==> config.mk <==
export PLATFORM = sky130hd
export DESIGN_NAME = mandelbrot_membership_top
export DESIGN_NICKNAME = d
export VERILOG_FILES = /design/src/rtl/mbm_pkg.sv /design/src/rtl/mandelbrot_membership_top.sv /design/src/rtl/mbm_div.sv /design/src/rtl/mbm_mul.sv /design/src/rtl/mbm_dp.sv /design/src/rtl/mbm_ctrl.sv
export VERILOG_INCLUDE_DIRS = /design/src /design/src/rtl
export SDC_FILE = /design/constraint.sdc
export NUM_CORES = 2
export LEC_CHECK = 0
export ABC_AREA = 1
export CORE_MARGIN = 8
export CORE_UTILIZATION = 30
export DETAILED_ROUTE_END_ITERATION = 10
export DONT_BUFFER_PORTS = 1
export PLACE_DENSITY = 0.46
export SETUP_SLACK_MARGIN = 0.2
export SKIP_LAST_GASP = 1
export SLEW_MARGIN = 20
export SYNTH_ARGS = -nofsm -noshare
export SYNTH_HDL_FRONTEND = slang
export SYNTH_SLANG_ARGS = --single-unit
==> constraint.sdc <==
create_clock -name i_clk -period 8.9 [get_ports i_clk]
set_input_delay 0.89 -clock i_clk [delete_from_list [all_inputs] [get_ports i_clk]]
set_output_delay 0.89 -clock i_clk [all_outputs]
set_load 0.005 [all_outputs]
==> src/rtl/mandelbrot_membership_top_defines.svh <==
// ----------------------------------------------------------------------------
// mandelbrot_membership_top_defines
// assertion macros for the mandelbrot membership top
// ----------------------------------------------------------------------------
`ifndef MANDELBROT_MEMBERSHIP_TOP_DEFINES_SVH
`define MANDELBROT_MEMBERSHIP_TOP_DEFINES_SVH

`ifndef SYNTHESIS
// same-cycle implication
`define MBM_ASSERT_IMP(name, clk, rst_n, ante, cons) \
    name: assert property (@(posedge clk) disable iff (!rst_n) (ante) |-> (cons)) \
        else $error("mbm assertion failed");
// next-cycle implication
`define MBM_ASSERT_NXT(name, clk, rst_n, ante, cons) \
    name: assert property (@(posedge clk) disable iff (!rst_n) (ante) |=> (cons)) \
        else $error("mbm assertion failed");
`else
`define MBM_ASSERT_IMP(name, clk, rst_n, ante, cons)
`define MBM_ASSERT_NXT(name, clk, rst_n, ante, cons)
`endif

`endif

==> src/rtl/mbm_pkg.sv <==
// ----------------------------------------------------------------------------
// mbm_pkg
// shared types and constants of the mandelbrot membership block
// ----------------------------------------------------------------------------
package mbm_pkg;

    localparam int PIX_W      = 12;
    localparam int DIM_CFG_W  = 13;
    localparam int ITER_W     = 16;
    localparam int IDX_W      = 24;
    localparam int CFG_IDX_W  = 2;
    localparam int CFG_DATA_W = 16;

    localparam logic [CFG_IDX_W-1:0] CFG_IMAGE_WIDTH    = 2'd0;
    localparam logic [CFG_IDX_W-1:0] CFG_IMAGE_HEIGHT   = 2'd1;
    localparam logic [CFG_IDX_W-1:0] CFG_MAX_ITERATIONS = 2'd2;

    localparam logic [DIM_CFG_W-1:0] RST_IMAGE_WIDTH    = 13'd640;
    localparam logic [DIM_CFG_W-1:0] RST_IMAGE_HEIGHT   = 13'd480;
    localparam logic [ITER_W-1:0]    RST_MAX_ITERATIONS = 16'd1000;

    typedef enum logic [1:0] {
        MSEL_XX,
        MSEL_YY,
        MSEL_XY
    } t_mul_sel;

    typedef enum logic [3:0] {
        ST_IDLE,
        ST_DIV_X,
        ST_DIV_Y,
        ST_MUL_GO,
        ST_MUL_XX,
        ST_MUL_YY,
        ST_MUL_XY,
        ST_CHECK,
        ST_UPDATE
    } t_state;

    typedef struct packed {
        logic     load;
        logic     div_start;
        logic     set_cx;
        logic     set_cy;
        logic     mul_start;
        t_mul_sel mul_sel;
        logic     store;
        t_mul_sel store_sel;
        logic     prep;
        logic     update;
        logic     finish;
        logic     in_set;
    } t_cmd;

    typedef struct packed {
        logic div_done;
        logic mul_done;
        logic escape;
    } t_status;

endpackage

==> src/rtl/mandelbrot_membership_top.sv <==
// ----------------------------------------------------------------------------
// mandelbrot_membership_top
// escape-time mandelbrot membership test of one pixel per command
// ----------------------------------------------------------------------------
// a pixel is taken when start is high and busy is low; one beat comes back
// on o_valid for a single cycle and cannot be held off by the receiver.
// each pixel runs two coordinate divisions (one quotient bit a cycle)
// and then its orbit steps, at most max_iterations-1 of them. the step
// time is set by the single shared multiplier, which forms each of the
// three full-width products of a step from four half-width partial
// products.
`include "mandelbrot_membership_top_defines.svh"

module mandelbrot_membership_top #(
    parameter int MAX_DIM   = 4096,
    parameter int FRAC_BITS = 24
) (
    input  logic                            i_clk,
    input  logic                            i_rst_n,
    input  logic                            start,
    output logic                            busy,
    input  logic [mbm_pkg::PIX_W-1:0]       i_pixel_x,
    input  logic [mbm_pkg::PIX_W-1:0]       i_pixel_y,
    output logic                            o_valid,
    output logic [mbm_pkg::IDX_W-1:0]       o_pixel_index,
    output logic                            o_in_set,
    input  logic                            i_cfg_we,
    input  logic [mbm_pkg::CFG_IDX_W-1:0]   i_cfg_idx,
    input  logic [mbm_pkg::CFG_DATA_W-1:0]  i_cfg_data
);
    import mbm_pkg::*;

    logic [DIM_CFG_W-1:0] r_image_width;
    logic [DIM_CFG_W-1:0] r_image_height;
    logic [ITER_W-1:0]    r_max_iterations;

    t_cmd    cmd;
    t_status status;

    always_ff @(posedge i_clk) begin
        if (!i_rst_n) begin
            r_image_width    <= RST_IMAGE_WIDTH;
            r_image_height   <= RST_IMAGE_HEIGHT;
            r_max_iterations <= RST_MAX_ITERATIONS;
        end else if (i_cfg_we) begin
            unique case (i_cfg_idx)
                CFG_IMAGE_WIDTH:    r_image_width    <= i_cfg_data[DIM_CFG_W-1:0];
                CFG_IMAGE_HEIGHT:   r_image_height   <= i_cfg_data[DIM_CFG_W-1:0];
                CFG_MAX_ITERATIONS: r_max_iterations <= i_cfg_data[ITER_W-1:0];
                default: begin
                end
            endcase
        end
    end

    mbm_ctrl u_ctrl (
        .i_clk            (i_clk),
        .i_rst_n          (i_rst_n),
        .i_start          (start),
        .o_busy           (busy),
        .i_max_iterations (r_max_iterations),
        .o_cmd            (cmd),
        .i_status         (status)
    );

    mbm_dp #(
        .MAX_DIM   (MAX_DIM),
        .FRAC_BITS (FRAC_BITS)
    ) u_dp (
        .i_clk          (i_clk),
        .i_rst_n        (i_rst_n),
        .i_cmd          (cmd),
        .o_status       (status),
        .i_pixel_x      (i_pixel_x),
        .i_pixel_y      (i_pixel_y),
        .i_image_width  (r_image_width),
        .i_image_height (r_image_height),
        .o_valid        (o_valid),
        .o_pixel_index  (o_pixel_index),
        .o_in_set       (o_in_set)
    );

    // result beat only appears once the sequencer is back in idle
    `MBM_ASSERT_IMP(a_valid_idle, i_clk, i_rst_n, o_valid, !busy)
    // an accepted pixel makes the block busy
    `MBM_ASSERT_NXT(a_start_busy, i_clk, i_rst_n, start && !busy, busy)
    // one beat per pixel
    `MBM_ASSERT_NXT(a_valid_pulse, i_clk, i_rst_n, o_valid, !o_valid)

endmodule

==> src/rtl/mbm_div.sv <==
// ----------------------------------------------------------------------------
// mbm_div
// restoring unsigned divider, one quotient bit per cycle
// ----------------------------------------------------------------------------
module mbm_div #(
    parameter int DVD_W = 38,
    parameter int DVS_W = 13
) (
    input  logic             i_clk,
    input  logic             i_rst_n,
    input  logic             i_start,
    input  logic [DVD_W-1:0] i_dividend,
    input  logic [DVS_W-1:0] i_divisor,
    output logic             o_done,
    output logic [DVD_W-1:0] o_quot
);
    localparam int CNT_W = $clog2(DVD_W + 1);

    logic             r_run;
    logic             r_done;
    logic [CNT_W-1:0] r_cnt;
    logic [DVD_W-1:0] r_q;
    logic [DVS_W-1:0] r_rem;
    logic [DVS_W-1:0] r_dvs;

    logic [DVS_W:0]   trial;
    logic [DVS_W:0]   diff;
    logic             ge;

    assign trial = {r_rem, r_q[DVD_W-1]};
    assign diff  = trial - {1'b0, r_dvs};
    assign ge    = (trial >= {1'b0, r_dvs});

    always_ff @(posedge i_clk) begin
        if (!i_rst_n) begin
            r_run  <= 1'b0;
            r_done <= 1'b0;
            r_cnt  <= '0;
        end else begin
            r_done <= r_run && (r_cnt == CNT_W'(1));
            if (i_start) begin
                r_run <= 1'b1;
                r_cnt <= CNT_W'(DVD_W);
            end else if (r_run) begin
                r_cnt <= r_cnt - CNT_W'(1);
                if (r_cnt == CNT_W'(1)) begin
                    r_run <= 1'b0;
                end
            end
        end
    end

    always_ff @(posedge i_clk) begin
        if (i_start) begin
            r_q   <= i_dividend;
            r_rem <= '0;
            r_dvs <= i_divisor;
        end else if (r_run) begin
            r_q   <= {r_q[DVD_W-2:0], ge};
            r_rem <= ge ? diff[DVS_W-1:0] : trial[DVS_W-1:0];
        end
    end

    assign o_done = r_done;
    assign o_quot = r_q;

endmodule

==> src/rtl/mbm_mul.sv <==
// ----------------------------------------------------------------------------
// mbm_mul
// unsigned multiplier built from four half-width partial products
// ----------------------------------------------------------------------------
module mbm_mul #(
    parameter int OP_W = 36
) (
    input  logic              i_clk,
    input  logic              i_rst_n,
    input  logic              i_start,
    input  logic [OP_W-1:0]   i_a,
    input  logic [OP_W-1:0]   i_b,
    output logic              o_done,
    output logic [2*OP_W-1:0] o_prod
);
    localparam int HALF  = (OP_W + 1) / 2;
    localparam int OPP_W = 2 * HALF;
    localparam int ACC_W = 4 * HALF;

    logic             r_busy;
    logic [1:0]       r_step;
    logic             r_pp_vld;
    logic             r_pp_last;
    logic             r_done;
    logic [OPP_W-1:0] r_a;
    logic [OPP_W-1:0] r_b;
    logic [OPP_W-1:0] r_pp;
    logic [1:0]       r_pp_sh;
    logic [ACC_W-1:0] r_acc;

    logic [HALF-1:0]  a_part;
    logic [HALF-1:0]  b_part;
    logic [1:0]       sh_code;
    logic [ACC_W-1:0] pp_ext;
    logic [ACC_W-1:0] pp_shift;

    assign a_part  = r_step[1] ? r_a[OPP_W-1:HALF] : r_a[HALF-1:0];
    assign b_part  = r_step[0] ? r_b[OPP_W-1:HALF] : r_b[HALF-1:0];
    assign sh_code = {1'b0, r_step[1]} + {1'b0, r_step[0]};
    assign pp_ext  = ACC_W'(r_pp);

    always_comb begin
        case (r_pp_sh)
            2'd0:    pp_shift = pp_ext;
            2'd1:    pp_shift = pp_ext << HALF;
            default: pp_shift = pp_ext << OPP_W;
        endcase
    end

    always_ff @(posedge i_clk) begin
        if (!i_rst_n) begin
            r_busy    <= 1'b0;
            r_step    <= '0;
            r_pp_vld  <= 1'b0;
            r_pp_last <= 1'b0;
            r_done    <= 1'b0;
        end else begin
            r_pp_vld  <= r_busy;
            r_pp_last <= r_busy && (r_step == 2'd3);
            r_done    <= r_pp_vld && r_pp_last;
            if (i_start) begin
                r_busy <= 1'b1;
                r_step <= '0;
            end else if (r_busy) begin
                r_step <= r_step + 2'd1;
                if (r_step == 2'd3) begin
                    r_busy <= 1'b0;
                end
            end
        end
    end

    always_ff @(posedge i_clk) begin
        if (i_start) begin
            r_a   <= OPP_W'(i_a);
            r_b   <= OPP_W'(i_b);
            r_acc <= '0;
        end else if (r_pp_vld) begin
            r_acc <= r_acc + pp_shift;
        end
        r_pp    <= OPP_W'(a_part) * OPP_W'(b_part);
        r_pp_sh <= sh_code;
    end

    assign o_done = r_done;
    assign o_prod = r_acc[2*OP_W-1:0];

endmodule

==> src/rtl/mbm_dp.sv <==
// ----------------------------------------------------------------------------
// mbm_dp
// datapath: coordinate mapping, orbit registers, step arithmetic, result
// ----------------------------------------------------------------------------
module mbm_dp #(
    parameter int MAX_DIM   = 4096,
    parameter int FRAC_BITS = 24
) (
    input  logic                           i_clk,
    input  logic                           i_rst_n,
    input  mbm_pkg::t_cmd                  i_cmd,
    output mbm_pkg::t_status               o_status,
    input  logic [mbm_pkg::PIX_W-1:0]      i_pixel_x,
    input  logic [mbm_pkg::PIX_W-1:0]      i_pixel_y,
    input  logic [mbm_pkg::DIM_CFG_W-1:0]  i_image_width,
    input  logic [mbm_pkg::DIM_CFG_W-1:0]  i_image_height,
    output logic                           o_valid,
    output logic [mbm_pkg::IDX_W-1:0]      o_pixel_index,
    output logic                           o_in_set
);
    import mbm_pkg::*;

    localparam int CW    = 12 + FRAC_BITS;
    localparam int MW    = CW + 1;
    localparam int SW    = CW + 3;
    localparam int SQW   = 2 * CW;
    localparam int DSH_W = SQW - FRAC_BITS;
    localparam int DVD_W = PIX_W + 2 + FRAC_BITS;
    localparam int DIM_W = $clog2(MAX_DIM + 1);

    localparam logic [MW-1:0]        CAP    = {1'b1, {CW{1'b0}}};
    localparam logic [SQW-1:0]       THR    = SQW'(100) << (2 * FRAC_BITS);
    localparam logic [63:0]          OFF_X64 = ((64'd22 << FRAC_BITS) + 64'd5) / 64'd10;
    localparam logic [SW-1:0]        OFF_X  = SW'(OFF_X64);
    localparam logic [SW-1:0]        OFF_Y  = SW'(64'd3 << (FRAC_BITS - 1));
    localparam logic signed [SW-1:0] S_HI   = SW'((64'd1 << (CW - 1)) - 64'd1);
    localparam logic signed [SW-1:0] S_LO   = ~S_HI;

    function automatic logic [CW-1:0] sat_c(input logic signed [SW-1:0] v);
        logic [CW-1:0] res;
        if (v > S_HI) begin
            res = S_HI[CW-1:0];
        end else if (v < S_LO) begin
            res = S_LO[CW-1:0];
        end else begin
            res = v[CW-1:0];
        end
        return res;
    endfunction

    logic [PIX_W-1:0]      r_py;
    logic [IDX_W-1:0]      r_idx;
    logic signed [CW-1:0]  r_cx;
    logic signed [CW-1:0]  r_cy;
    logic signed [CW-1:0]  r_x;
    logic signed [CW-1:0]  r_y;
    logic [SQW-1:0]        r_sx;
    logic [SQW-1:0]        r_sy;
    logic [SQW-1:0]        r_p;
    logic [MW-1:0]         r_dm;
    logic                  r_dneg;
    logic [MW-1:0]         r_pm;
    logic                  r_pneg;
    logic                  r_in_set;
    logic                  r_valid;

    logic [DIM_W-1:0]      w_c;
    logic [DIM_W-1:0]      h_c;
    logic [PIX_W-1:0]      sel_p;
    logic [PIX_W+1:0]      three_p;
    logic [DVD_W-1:0]      dividend;
    logic [DIM_W-1:0]      divisor;
    logic                  div_done;
    logic [DVD_W-1:0]      quot;
    logic signed [SW-1:0]  map_v;

    logic [CW-1:0]         mx;
    logic [CW-1:0]         my;
    logic [CW-1:0]         mul_a;
    logic [CW-1:0]         mul_b;
    logic                  mul_done;
    logic [SQW-1:0]        prod;

    logic                  dneg;
    logic [SQW-1:0]        dfull;
    logic [DSH_W-1:0]      dsh;
    logic [MW-1:0]         dm;
    logic [DSH_W-1:0]      psh;
    logic [MW-1:0]         pm1;
    logic [MW:0]           pm2;
    logic [MW-1:0]         pm;
    logic signed [SW-1:0]  xs;
    logic signed [SW-1:0]  ys;

    // dimension clamp to [1, MAX_DIM]
    always_comb begin
        if (i_image_width == '0) begin
            w_c = DIM_W'(1);
        end else if (32'(i_image_width) > 32'(MAX_DIM)) begin
            w_c = DIM_W'(MAX_DIM);
        end else begin
            w_c = DIM_W'(i_image_width);
        end
        if (i_image_height == '0) begin
            h_c = DIM_W'(1);
        end else if (32'(i_image_height) > 32'(MAX_DIM)) begin
            h_c = DIM_W'(MAX_DIM);
        end else begin
            h_c = DIM_W'(i_image_height);
        end
    end

    assign sel_p    = i_cmd.load ? i_pixel_x : r_py;
    assign three_p  = {2'b00, sel_p} + {1'b0, sel_p, 1'b0};
    assign dividend = {three_p, {FRAC_BITS{1'b0}}};
    assign divisor  = i_cmd.load ? w_c : h_c;

    mbm_div #(
        .DVD_W (DVD_W),
        .DVS_W (DIM_W)
    ) u_div (
        .i_clk      (i_clk),
        .i_rst_n    (i_rst_n),
        .i_start    (i_cmd.div_start),
        .i_dividend (dividend),
        .i_divisor  (divisor),
        .o_done     (div_done),
        .o_quot     (quot)
    );

    assign map_v = $signed({1'b0, quot}) - $signed(i_cmd.set_cx ? OFF_X : OFF_Y);

    // magnitudes for the shared multiplier
    assign mx    = r_x[CW-1] ? CW'(-r_x) : r_x;
    assign my    = r_y[CW-1] ? CW'(-r_y) : r_y;
    assign mul_a = (i_cmd.mul_sel == MSEL_YY) ? my : mx;
    assign mul_b = (i_cmd.mul_sel == MSEL_XX) ? mx : my;

    mbm_mul #(
        .OP_W (CW)
    ) u_mul (
        .i_clk   (i_clk),
        .i_rst_n (i_rst_n),
        .i_start (i_cmd.mul_start),
        .i_a     (mul_a),
        .i_b     (mul_b),
        .o_done  (mul_done),
        .o_prod  (prod)
    );

    // step terms, truncated toward zero and capped
    assign dneg  = (r_sy > r_sx);
    assign dfull = dneg ? (r_sy - r_sx) : (r_sx - r_sy);
    assign dsh   = dfull[SQW-1:FRAC_BITS];
    assign dm    = (dsh > DSH_W'(CAP)) ? CAP : MW'(dsh);
    assign psh   = r_p[SQW-1:FRAC_BITS];
    assign pm1   = (psh > DSH_W'(CAP)) ? CAP : MW'(psh);
    assign pm2   = {pm1, 1'b0};
    assign pm    = (pm2 > {1'b0, CAP}) ? CAP : MW'(pm2);

    assign xs = (r_dneg ? -$signed({2'b00, r_dm}) : $signed({2'b00, r_dm}))
              + $signed({{3{r_cx[CW-1]}}, r_cx});
    assign ys = (r_pneg ? -$signed({2'b00, r_pm}) : $signed({2'b00, r_pm}))
              + $signed({{3{r_cy[CW-1]}}, r_cy});

    always_ff @(posedge i_clk) begin
        if (i_cmd.load) begin
            r_py  <= i_pixel_y;
            r_idx <= IDX_W'(i_pixel_y) * IDX_W'(w_c) + IDX_W'(i_pixel_x);
        end
        if (i_cmd.set_cx) begin
            r_cx <= sat_c(map_v);
        end
        if (i_cmd.set_cy) begin
            r_cy <= sat_c(map_v);
            r_x  <= '0;
            r_y  <= '0;
        end else if (i_cmd.update) begin
            r_x <= sat_c(xs);
            r_y <= sat_c(ys);
        end
        if (i_cmd.store) begin
            case (i_cmd.store_sel)
                MSEL_XX: r_sx <= prod;
                MSEL_YY: r_sy <= prod;
                default: r_p  <= prod;
            endcase
        end
        if (i_cmd.prep) begin
            r_dm   <= dm;
            r_dneg <= dneg;
            r_pm   <= pm;
            r_pneg <= r_x[CW-1] ^ r_y[CW-1];
        end
        if (i_cmd.finish) begin
            r_in_set <= i_cmd.in_set;
        end
    end

    always_ff @(posedge i_clk) begin
        if (!i_rst_n) begin
            r_valid <= 1'b0;
        end else begin
            r_valid <= i_cmd.finish;
        end
    end

    assign o_status.div_done = div_done;
    assign o_status.mul_done = mul_done;
    assign o_status.escape   = ({1'b0, r_sx} + {1'b0, r_sy}) > {1'b0, THR};

    assign o_valid       = r_valid;
    assign o_pixel_index = r_idx;
    assign o_in_set      = r_in_set;

endmodule

==> src/rtl/mbm_ctrl.sv <==
// ----------------------------------------------------------------------------
// mbm_ctrl
// sequencer: mapping divisions, orbit products, escape test and step count
// ----------------------------------------------------------------------------
module mbm_ctrl (
    input  logic                        i_clk,
    input  logic                        i_rst_n,
    input  logic                        i_start,
    output logic                        o_busy,
    input  logic [mbm_pkg::ITER_W-1:0]  i_max_iterations,
    output mbm_pkg::t_cmd               o_cmd,
    input  mbm_pkg::t_status            i_status
);
    import mbm_pkg::*;

    t_state              r_state;
    t_state              n_state;
    logic [ITER_W-1:0]   r_iter;
    logic [ITER_W-1:0]   n_iter;

    always_ff @(posedge i_clk) begin
        if (!i_rst_n) begin
            r_state <= ST_IDLE;
            r_iter  <= '0;
        end else begin
            r_state <= n_state;
            r_iter  <= n_iter;
        end
    end

    always_comb begin
        n_state = r_state;
        n_iter  = r_iter;
        o_cmd   = '0;
        unique case (r_state)
            ST_IDLE: begin
                if (i_start) begin
                    o_cmd.load      = 1'b1;
                    o_cmd.div_start = 1'b1;
                    n_iter          = ITER_W'(1);
                    n_state         = ST_DIV_X;
                end
            end
            ST_DIV_X: begin
                if (i_status.div_done) begin
                    o_cmd.set_cx    = 1'b1;
                    o_cmd.div_start = 1'b1;
                    n_state         = ST_DIV_Y;
                end
            end
            ST_DIV_Y: begin
                if (i_status.div_done) begin
                    o_cmd.set_cy = 1'b1;
                    n_state      = ST_MUL_GO;
                end
            end
            ST_MUL_GO: begin
                o_cmd.mul_start = 1'b1;
                o_cmd.mul_sel   = MSEL_XX;
                n_state         = ST_MUL_XX;
            end
            ST_MUL_XX: begin
                if (i_status.mul_done) begin
                    o_cmd.store     = 1'b1;
                    o_cmd.store_sel = MSEL_XX;
                    o_cmd.mul_start = 1'b1;
                    o_cmd.mul_sel   = MSEL_YY;
                    n_state         = ST_MUL_YY;
                end
            end
            ST_MUL_YY: begin
                if (i_status.mul_done) begin
                    o_cmd.store     = 1'b1;
                    o_cmd.store_sel = MSEL_YY;
                    o_cmd.mul_start = 1'b1;
                    o_cmd.mul_sel   = MSEL_XY;
                    n_state         = ST_MUL_XY;
                end
            end
            ST_MUL_XY: begin
                if (i_status.mul_done) begin
                    o_cmd.store     = 1'b1;
                    o_cmd.store_sel = MSEL_XY;
                    n_state         = ST_CHECK;
                end
            end
            ST_CHECK: begin
                o_cmd.prep = 1'b1;
                if ((r_iter != ITER_W'(1)) && i_status.escape) begin
                    o_cmd.finish = 1'b1;
                    o_cmd.in_set = 1'b0;
                    n_state      = ST_IDLE;
                end else if (r_iter >= i_max_iterations) begin
                    o_cmd.finish = 1'b1;
                    o_cmd.in_set = 1'b1;
                    n_state      = ST_IDLE;
                end else begin
                    n_state = ST_UPDATE;
                end
            end
            ST_UPDATE: begin
                o_cmd.update = 1'b1;
                n_iter       = r_iter + ITER_W'(1);
                n_state      = ST_MUL_GO;
            end
            default: begin
                n_state = ST_IDLE;
            end
        endcase
    end

    assign o_busy = (r_state != ST_IDLE);

endmodule
== Word-level counts from Yosys, hierarchy flattened ==
Index checks and enable logic that the tools add are counted.

* Bits of input ports: 46
* Register bits after elaboration: 796
* Logic and storage cells: 189

* Bitwise logic cells: 4
* Multiply operators: 2
* Muxes and demuxes: 63
* Reduce and logical (&&, ||, !) cells: 26
* $add $sub $neg: 18
* Equal/unequal tests: 22
* $lt $le $gt $ge: 15

{| class="wikitable"
|+ Operators by type and width
! cell !! count
|-
| 36-bit two-way mux || 10
|-
| 72-bit case mux with 2 select lines || 1
|-
| 72-bit subtractor || 2
|-
| 39-bit by 36-bit > comparator with 1-bit output (second input constant) || 3
|-
| 39-bit by 36-bit < comparator with 1-bit output (second input constant) || 3
|-
| 48-bit by 37-bit > comparator with 1-bit output (second input constant) || 2
|-
| 39-bit by 36-bit adder with 39-bit output || 2
|-
| 13-bit two-way mux || 6
|-
| 39-bit two-way mux || 2
|-
| 37-bit negator with 39-bit output || 2
|-
| 38-bit two-way mux || 2
|-
| 72-bit by 72-bit adder with 73-bit output || 1
|-
| 73-bit by 55-bit > comparator with 1-bit output (second input constant) || 1
|-
| 72-bit adder || 1
|-
| 72-bit > comparator || 1
|-
| 72-bit two-way mux || 1
|-
| 36-bit negator || 2
|-
| 39-bit subtractor || 1
|-
| 38-bit by 37-bit > comparator with 1-bit output (second input constant) || 1
|-
| 37-bit two-way mux || 1
|-
| 18-bit by 18-bit multiplier with 36-bit output || 1
|-
| 18-bit two-way mux || 2
|-
| 4-bit case mux with 9 select lines || 1
|-
| 4-bit two-way mux || 8
|-
| 42 further kinds || 93
|}

== Logic depth before layout (Yosys ltp) ==
* Word-level depth: 7
* Depth in mapped cells: 31
* Gate-level depth less buffers: 31

== Cells and area by module ==
A second synthesis with hierarchy kept.

* Cells, all modules: 11997
* Area total of the unflattened synthesis: 80657.4 um^2

{| class="wikitable"
|+ Modules (own cells, without submodules)
! module !! cells an instance !! times used !! area an instance (um^2)
|-
| mbm_dp || 7629 || 1 || 49846.6
|-
| mbm_mul || 3346 || 1 || 23357.4
|-
| mbm_div || 489 || 1 || 3956.3
|-
| mbm_ctrl || 281 || 1 || 1770.4
|-
| mandelbrot_membership_top || 252 || 1 || 1726.7
|}

== Least setup slack after synthesis ==
No wires, ideal clock.

* Path kind: reg2reg
* From: register u_dp.u_mul.r_step[0]
* To: register u_dp.u_mul.r_pp[32]
* Arrival time: 6650 ps
* Period minus slack after synthesis: 6774 ps
* Data required time: 8776 ps
* Cell stages (with the launch flop): 28
* Slack: 2126 ps
* Cell sequence: dfxtp_1 > clkbuf_1 > clkbuf_1 > o21ai_0 > inv_1 > clkbuf_1 > nand2_1 > fa_1 > inv_1 > fa_1 > inv_1 > fa_1 > inv_1 > fa_1 > inv_1 > fa_1 > inv_1 > fa_1 > ha_1 > a21oi_1 > o21a_1 > a21boi_0 > o21bai_1 > a21oi_1 > o21ai_0 > a21boi_0 > o21bai_1 > xor2_1

* Longest elaborated chain between the ends: 2

{| class="wikitable"
|+ Ends and longest elaborated chain
! element !! line !! RTL
|-
| start, declared || mbm_mul.sv:21 || <nowiki>logic [1:0] r_step;</nowiki>
|-
| start signal, assigned || mbm_mul.sv:65 || <nowiki>r_step <= r_step + 2'd1;</nowiki>
|-
| 18-bit two-way mux || mbm_mul.sv:38 || <nowiki>assign b_part = r_step[0] ? r_b[OPP_W-1:HALF] : r_b[HALF-1:0];</nowiki>
|-
| 18-bit by 18-bit multiplier with 36-bit output || mbm_mul.sv:81 || <nowiki>r_pp <= OPP_W'(a_part) * OPP_W'(b_part);</nowiki>
|-
| end signal, assigned || mbm_mul.sv:81 ||
|-
| end, declared || mbm_mul.sv:27 || <nowiki>logic [OPP_W-1:0] r_pp;</nowiki>
|}

Every way passes these cells.
A chain may end at the register's enable or synchronous reset.

== Final worst setup path ==
* From: register u_dp.u_mul.r_step[0]
* To: register u_dp.u_mul.r_pp[31]

Same word-level chain as after synthesis.

==> key figures <==
Status
  – Status: complete, no violations

STA
  – Final Setup Violations: 0
  – Final Critical Period: between 7 and 8 ns
  – Setup TNS: 0 ns
  – Fmax: between 0.1 and 0.15 GHz
  – Max_slew headroom: 29.4%
  – Final Slew Violations: 0
  – Worst clock skew: 0.0421 ns
  – Worst-margin pin slew: between 1 and 1.5 ns
  – Unrepaired setup endpoints after global routing: no
  – Final hold violations: 0
  – Tcrit/Tclk final: between 80% and 90%

Yosys
  – Synthesized Nets: 12234
  – Ys Warns: 0
  – Seq/Total Area, Yosys: 26.0%
  – Post-Synthesis Cells: approximately 11000
  – Yosys reg bits: just under 800
  – Post-synth ARST share: 0%
  – Mapped Area: around 80000 sq um
  – Mean Syn Cell Area: 6.94 sq um
  – EDFF count, synth: 475
  – Dominant synthesized flop cell: edfxtp_1
  – Post-synthesis cell type count: 64

Route
  – Initial DRC count: 6152
  – Drt drc: 0
  – Routed WL: 347000 microns
  – Routed wire per std cell: approximately 24 microns
  – Vias: approximately 74000
  – First-pass detailed-route iteration total: 6
  – Routed Antenna Nets: 0
  – DR vias/cell: roughly 5

Floorplan
  – Initial Util: 30.1%
  – Row Count: about 190
  – I/O pins: 73
  – Die height: 525 microns
  – Core area: about 260000 sq um
  – Die area: between 200000 and 300000 sq um
  – Die W: roughly 530 microns

Power
  – Worst vdd ir: about 1.3 mV
  – Pleak: about 40 nW
  – Cell Pwr Density: 409 nW/um^2

CTS
  – Clk buf depth: 3
  – CTS-repair resized insts: 0
  – Setup Buffers After CTS: 0
  – Cts bufs inserted: between 90 and 100
  – Clock tree sinks: slightly below 800
  – Skew-Pair Late Insertion Delay: roughly 0.74 ns
  – Clk root buf: clkbuf_16
  – CTS tree: yes
  – CTS clock-pin slew for the worst setup and hold paths: about 0.070 ns
  – Htree depth: 3
  – Post-CTS Hold Buffers: 0

Placed design
  – Detailed placement HPWL: around 300000 microns
  – Dpl cells: 14425
  – IO buf count: 0
  – Routability congestion estimate: approximately 1.0

Global route
  – Initial antenna violation count: 11
  – Largest net degree at the start of global routing: 78
  – Vias in the first global route: about 74000
  – Total GRT Usage: 24.3%
  – First-pass GRT wire length: ~500000 microns
  – Total grt overflow: 0

Cells and area
  – Filler cell count: approximately 28000
  – Most frequent cells in the layout: 2605 x nand2_1, 2066 x inv_1, 1354 x nor2_1
  – Non-filler instance count after layout: between 10000 and 15000
  – Commonest non-fill, non-tap cell in the layout: nand2_1
  – Fin nets: 12151
  – Share of layout cells above drive strength 1: around 3.4%
  – FF+latch area: approximately 20000 sq um
  – Layout area overhead: 9.01%
  – Multi-input logic area: between 40000 and 50000 sq um

Worst setup path
  – Critical path depth in cells: 29
  – Cell mode on critical path: inv_1
  – Crit end category: register
  – CP startpoint kind: register
  – Buf/Inv on CP: 8
  – Crit path max-delay cell type: dfxtp_1
  – CP max stage delay: approximately 0.76 ns
  – Crit path required time: around 9.5 ns
  – Delay-heaviest family, CP: adder cells
  – Depth of the worst register-to-register path: 29
  – Critical path peak fanout: 22
  – WS Path Type: reg2reg
  – Critical Path AT: between 8 and 9 ns

Min path
  – Hold path depth: 0
  – Hold Crit Class: in2reg

Flow run
  – MaxCap Viol Count: 0
-- cell usage after synthesis (46+ instances only) --
library cell / n / share of area, %
a21oi_1: 837 / 5.4
a31oi_1: 50 / 0.40
clkbuf_1: 174 / 0.84
dfxtp_1: 296 / 7.6
edfxtp_1: 475 / 18
fa_1: 383 / 9.9
ha_1: 605 / 9.7
inv_1: 2069 / 10
nand2_1: 2605 / 13
nand3_1: 403 / 2.6
nand4_1: 107 / 0.86
nor2_1: 1363 / 6.6
nor3_1: 126 / 0.81
nor4_1: 46 / 0.37
o21ai_0: 671 / 4.3
o22ai_1: 79 / 0.64
xnor2_1: 127 / 1.4
xor2_1: 249 / 2.8
-- through the flow --
| step | hold slack [ns] | instance area (sq um) | setup WS (ns) | util, % | total power, mW |
|---|---|---|---|---|---|
| after CTS | 0.199 | 84800 | 0.906 | 32.8 | 35.3 |
| after global placement | 0.458 | 81500 | 0.871 | 31.5 | 31.3 |
| after floorplan | 0.404 | 77800 | 2.13 | - | 22.9 |
| after global routing | 0.243 | 84800 | 0.230 | 32.8 | 38.3 |
| after detailed placement | 0.454 | 81500 | 0.941 | 31.5 | 31.0 |
| final | 0.275 | 84800 | 0.973 | 32.8 | 34.7 |
-- worst paths after layout --
| path | start | endpoint | slack, ns |
|---|---|---|---|
| max | u_dp.u_mul.r_step[0] | u_dp.u_mul.r_pp[31] | 0.97 |
| min reg2reg | r_max_iterations[14] | r_max_iterations[14] | 0.46 |
| min | i_pixel_y[0] | u_dp.r_py[0] | 0.27 |
| max reg2reg | u_dp.u_mul.r_step[0] | u_dp.u_mul.r_pp[31] | 0.97 |
-- report_power, final --
group | switching (mW) | internal, mW | total (mW)
Sequential | 0.772 | 4.91 | 5.68
Clock | 1.64 | 2.40 | 4.04
Combinational | 15.8 | 9.19 | 25.0
-- layer usage --
metal | vias up | wire, microns | track usage (%)
li1 | 35475 | - | -
met1 | 35944 | 154000 | 32.4
met2 | 2306 | 158000 | 40.1
met3 | 406 | 21200 | 3.39
met4 | 0 | 14200 | 8.65
met5 | - | 0 | 0
-- worst reg2reg max path, delay by kind of cell (launching register included) --
family / cells / cell delay, ns
AOI/OAI and AO/OA: 9 / 2.47
adders and majority gates: 7 / 2.77
buffers and inverters: 8 / 1.26
DFF: 1 / 0.76
and+or+nand+nor: 5 / 0.55
-- flip-flops by register name, summed over array words and instances, names as in the netlist, 37 cells and up --
signal,count
u_dp.r_sx,72
u_dp.u_mul.o_prod,72
u_dp.r_dm,37
u_dp.r_p,48
u_dp.u_div.o_quot,38
u_dp.r_sy,72
-- kinds of logic after synthesis --
group / share of synthesized area (%)
AO/OA/AOI/OAI: 13.8
XOR/XNOR: 4.23
adder cells (fa/ha/maj): 19.6
buffers and inverters: 11.7
flip-flops: 26.0
multiplexers: 0.0129
AND/OR/NAND/NOR: 24.8
-- layout make-up --
| class | instances | area share, % |
|---|---|---|
| sequential | 771 | 23.8 |
| clock buffer | 123 | 3.08 |
| clock inverter | 48 | 0.707 |
| inverter | 2105 | 9.32 |
| antenna | 10 | 0.0295 |
| multi-input combinational | 8063 | 57.3 |
| timing repair buffer | 84 | 0.744 |
| tap | 3402 | 5.02 |
Note: power is estimated with default switching activity, not from simulation.
